<file path="src/sv/oale_pkg.sv">
package oale_pkg;

    localparam int CAPACITY = 64;
    localparam int DATA_W   = 32;
    localparam int IDX_W    = $clog2(CAPACITY);
    localparam int CNT_W    = $clog2(CAPACITY + 1);

    typedef enum logic [2:0] {
        OP_APPEND       = 3'd0,
        OP_INSERT       = 3'd1,
        OP_FIND         = 3'd2,
        OP_REMOVE_VALUE = 3'd3,
        OP_REMOVE_AT    = 3'd4,
        OP_READ         = 3'd5,
        OP_WRITE        = 3'd6
    } t_op;

    typedef enum logic [1:0] {
        ST_OK    = 2'd0,
        ST_FULL  = 2'd1,
        ST_RANGE = 2'd2
    } t_status;

    typedef enum logic [1:0] {
        CC_HOLD       = 2'd0,
        CC_LOAD       = 2'd1,
        CC_FROM_LEFT  = 2'd2,
        CC_FROM_RIGHT = 2'd3
    } t_cell_cmd;

endpackage

</file>
<file path="src/sv/oale_cell.sv">
module oale_cell (
    input  logic                          i_clk,
    input  oale_pkg::t_cell_cmd           i_cmd,
    input  logic                          i_valid,
    input  logic [oale_pkg::DATA_W-1:0]   i_value,
    input  logic [oale_pkg::DATA_W-1:0]   i_left,
    input  logic [oale_pkg::DATA_W-1:0]   i_right,
    output logic [oale_pkg::DATA_W-1:0]   o_data,
    output logic                          o_match
);

    logic [oale_pkg::DATA_W-1:0] r_data;
    logic [oale_pkg::DATA_W-1:0] n_data;

    always_comb begin
        unique case (i_cmd)
            oale_pkg::CC_LOAD:       n_data = i_value;
            oale_pkg::CC_FROM_LEFT:  n_data = i_left;
            oale_pkg::CC_FROM_RIGHT: n_data = i_right;
            default:                 n_data = r_data;
        endcase
    end

    always_ff @(posedge i_clk) begin
        r_data <= n_data;
    end

    assign o_data  = r_data;
    assign o_match = i_valid && (r_data == i_value);

endmodule

</file>
<file path="config.mk">
export PLATFORM = sky130hd
export DESIGN_NAME = oale_cell
export DESIGN_NICKNAME = d
export VERILOG_FILES = /design/src/sv/oale_pkg.sv /design/src/sv/oale_cell.sv
export SDC_FILE = /design/constraint.sdc
export NUM_CORES = 1
export LEC_CHECK = 0
export BUFFER_PORTS_ARGS = -buffer_cell sky130_fd_sc_hd__buf_2
export CORE_ASPECT_RATIO = 0.75
export CORE_MARGIN = 1
export CORE_UTILIZATION = 25
export DETAILED_ROUTE_END_ITERATION = 10
export GPL_TIMING_DRIVEN = 0
export PLACE_DENSITY = 0.53
export RECOVER_POWER = 100
export SYNTH_ARGS = -nofsm -noshare
export SYNTH_HDL_FRONTEND = slang
export SYNTH_SLANG_ARGS = --single-unit
</file>
<file path="constraint.sdc">
create_clock -name i_clk -period 4.3 [get_ports i_clk]
set_clock_uncertainty 0.15 [all_clocks]
set_input_delay 0.43 -clock i_clk [delete_from_list [all_inputs] [get_ports i_clk]]
set_output_delay 0.43 -clock i_clk [all_outputs]
set_load 0.01 [all_outputs]
</file>
# Word-level counts from Yosys, hierarchy flattened
# Index checks and enable logic that the tools add are counted.
# totals
word_cells,8
inputBits,100
output_inout_bits,33
register_bits,32
# classes
n_reduce_logical,2
n_mux,1
eq_ne,4
# ops
operator,n
$pmux W32 S3,1
$eq A32 B32 Y1,1
$eq A2 B2 Y1 const B,2
$reduce_bool A3 Y1,1
$eq A2 B1 Y1 const B,1
$logic_and A1 B1 Y1,1

# Longest topological paths before layout
# logic_depth
depth_word,2
ltp_mapped,4
ltp_nobuf,4

# Least setup slack after synthesis
# No wires, ideal clock.
# synth_path
path_kind,register -> output
startpoint,register r_data (netlist bit o_data[25])
endpoint,output o_match
t_required_ns,3.720
arrival_time_ns,1.228
stages_incl_launch_ff,5
path_slack_ns,2.492
n_path_buf,0
path_cell_list,edfxtp_1 -> xor2_1 -> nor4_1 -> nand4_1 -> nor3_2
# synth_via
elab_chain_len,2
# synth_lines
item,line,rtl
start: declaration,oale_cell.sv:12,logic [oale_pkg::DATA_W-1:0] r_data;
start signal: assignment,oale_cell.sv:25,r_data <= n_data;
$eq A32 B32 Y1,oale_cell.sv:29,assign o_match = i_valid && (r_data == i_value);
$logic_and A1 B1 Y1,oale_cell.sv:29,
end: declaration,oale_cell.sv:9,output logic o_match
# No other way between the ends.

# Worst setup path in the final report
# layout_path
startpoint,input i_cmd[1]
endpoint,register r_data (netlist bit o_data[8]) (enable)
# layout_via
elab_chain_len,2
word_cells_on_any_way,4
cone_classes,eq/ne (3); reduce/logical (1)
# layout_lines
item,line,rtl
start: declaration,oale_cell.sv:3,"input oale_pkg::t_cell_cmd i_cmd,"
$eq A2 B2 Y1 / $eq A2 B1 Y1 (equally long branches),oale_cell.sv:16,unique case (i_cmd)
$reduce_bool A3 Y1 (no source line) *,n/a,
# Every way passes the cells marked *; elsewhere a longest branch is shown, timed or not.
# A chain may end at the register's enable or synchronous reset.

==> flow_summary.ini <==
[logic_synthesis]
syn-cell-area_sq_um = 1980
ys_ff_latch = 32
synth_area_leaders = edfxtp_1 49%, mux2i_1 16%, xor2_1 14%
synth_nets = 284
netlist_instances = 184
synth_top_area_cell = edfxtp_1
synth_top_area_frac = 0.486
syn_avg_cell_area_sq_um = 10.8
yosysUniqueCellTypes = 16
yosysWarnings = 0
ys_seq_area_frac = 0.486

[outcome]
failed_checks = max-capacitance violations, max-slew violations
status = finished, violations left

[final_layout]
largest_reg_flops = 32
drive_gt1_frac = 0.333
post-route-util = 0.372
fin_nets = 421
nFillCells = 812
stdcell_count = 422
antenna_cells = 0
areaGrowthSynthToFinish_pct = 41.0

[run]
cap_violations = 1

[global_route]
track_usage = 0.156
grt_pass1_wl_um = 9700
grt-ovfl-total = 0
grt_max_degree = 33
antenna_found_initial = 0
grt_pass1_vias = 1902

[timing]
tns_ns = 0
setup_viol = 0
fmax_mhz = 348
final.period_utilization = 0.669
tightest_slew_ns = 2.34
maxSlewViolCount = 33
hold_viol = 0
timing.slew.headroom = -0.561
min_period_ns = 2.88
rsz0062_at_grt = no

[clock_tree]
clkTransAtPathRegs_ns = 0.07
clockRootBuffer = clkbuf_8
cts_tree = built
cts_hold_buffers = 0
cts_setup_buffers = 0
cts_num_sinks = 32
cts.path.max_buffers = 2
postCtsResizedCells = 0
cts_inserted_buffers = 5
cts-htree-levels = 2

[setup_path]
cpPeakStageDelay_ns = 1.76
path_depth = 2
cp_data_arrival_time_ns = 2.57
cp-startpoint = i_cmd[1]
critPathTopFamily = simple AND/OR/NAND/NOR gates
end_kind = register
cp.required_ns = 4.00
endpoint = o_data[8]$_DFFE_PP_
start_kind = input pin
cp_max_fo = 32
worst-setup-path-type = input pin to register
cp_num_buf_inv = 1
cp_cell_sequence = clkbuf_1, or2_0
cpMaxStageDelayCell = or2_0

[worst_hold_path]
min_path_type = input pin to register

[pwr]
powerDensity_nw_per_um2 = 300
p_leak_nw = 1.24
finalPower_w = 0.000836
ir_drop_mv = 0.112

[floorplan]
initial_core_util = 0.264
die_h_um = 79.0
rows = 27
die-area_sq_um = 8280
io_pins = 133
core_sq_um = 7500
die_w_um = 105

[detailed_routing]
routed_via_density = 4.43
dr_wl_met2_um = 2900
topRoutingLayerUsed = met4
wl_met3_um = 464
dr.first_iter.drc_count = 61
drtAntennaViolNets = 0
firstDrtPassIters = 4
drc = 0
vias = 1868
drt_wl_total_um = 6410
post_drt_wl_per_cell_um = 15.2
wl_met1_um = 3010

[placed_design]
post-dp-hpwl_um = 4960
place.gp.congestion = 0.757
dp_cells = 415
port_buffers = 130
## final cells by class
| cell class | instances | area (sq um) | share of cell area |
|---|---|---|---|
| tap | 101 | 126 | 0.0453 |
| sequential | 32 | 961 | 0.345 |
| clock inverter | 2 | 7.51 | 0.00269 |
| multi-input combinational | 141 | 962 | 0.345 |
| buffer | 11 | 53.8 | 0.0193 |
| clock buffer | 5 | 68.8 | 0.0247 |
| timing repair buffer | 130 | 609 | 0.218 |
## cell usage after synthesis, drive strengths merged
cell type	n
xor2	31
nand4	1
or2	1
nor3	2
xnor2	1
nand3	2
edfxtp	32
clkbuf	4
nor4	7
buf	7
a21oi	32
nor2	32
mux2i	32
## worst min path at each step
stage,from,endpoint,slack [ns],depth (start not counted)
floorplan,i_value[27],o_data[27]$_DFFE_PP_,0.51,2
global placement,i_value[5],o_data[5]$_DFFE_PP_,0.63,3
detailed placement,i_value[8],o_data[8]$_DFFE_PP_,0.64,3
CTS,i_value[7],o_data[7]$_DFFE_PP_,0.34,3
global route,i_value[17],o_data[17]$_DFFE_PP_,0.37,3
finish,i_value[7],o_data[7]$_DFFE_PP_,0.35,3
## layer usage
metal / vias to the layer above / global-route usage
met4: 0 / 0.0352
met3: 2 / 0.0443
li1: 934 / -
met5: - / 0
met1: 852 / 0.204
met2: 80 / 0.258
## cell families (layout without fill, tap and decap cells)
kind of cell,after synthesis,in the layout,synth area share
flip-flops,32,32,0.486
XOR/XNOR,32,32,0.142
buffers and inverters,11,148,0.0278
AO/OA/AOI/OAI,32,32,0.0810
AND/OR/NAND/NOR,45,45,0.102
multiplexers,32,32,0.162
## power breakdown
group	internal (W)	total [W]	switching (W)	leakage (nW)
clock	0.000107	0.000212	0.000105	0.0391
sequential	0.000389	0.000414	0.0000245	0.322
combinational	0.0000947	0.000210	0.000116	0.881
## layout by cell type, fill, tap and decap left out, drive strengths merged
cell type,netlist,routed
buf,7,101
xnor2,1,1
xor2,31,31
clkbuf,4,45
clkinv,0,2
nand4,1,1
nand3,2,2
mux2i,32,32
edfxtp,32,32
nor3,2,2
nor2,32,32
nor4,7,7
a21oi,32,32
or2,1,1
## metrics by stage
| step | setup slack, ns | hold WS, ns | instance area, sq um |
|---|---|---|---|
| floorplan | 2.49 | 0.510 | 1980 |
| global placement | 1.89 | 0.634 | 2760 |
| detailed placement | 1.93 | 0.641 | 2760 |
| CTS | 1.75 | 0.339 | 2830 |
| global route | 1.11 | 0.368 | 2790 |
| finish | 1.42 | 0.354 | 2790 |
(Power assumes the default switching activity.)
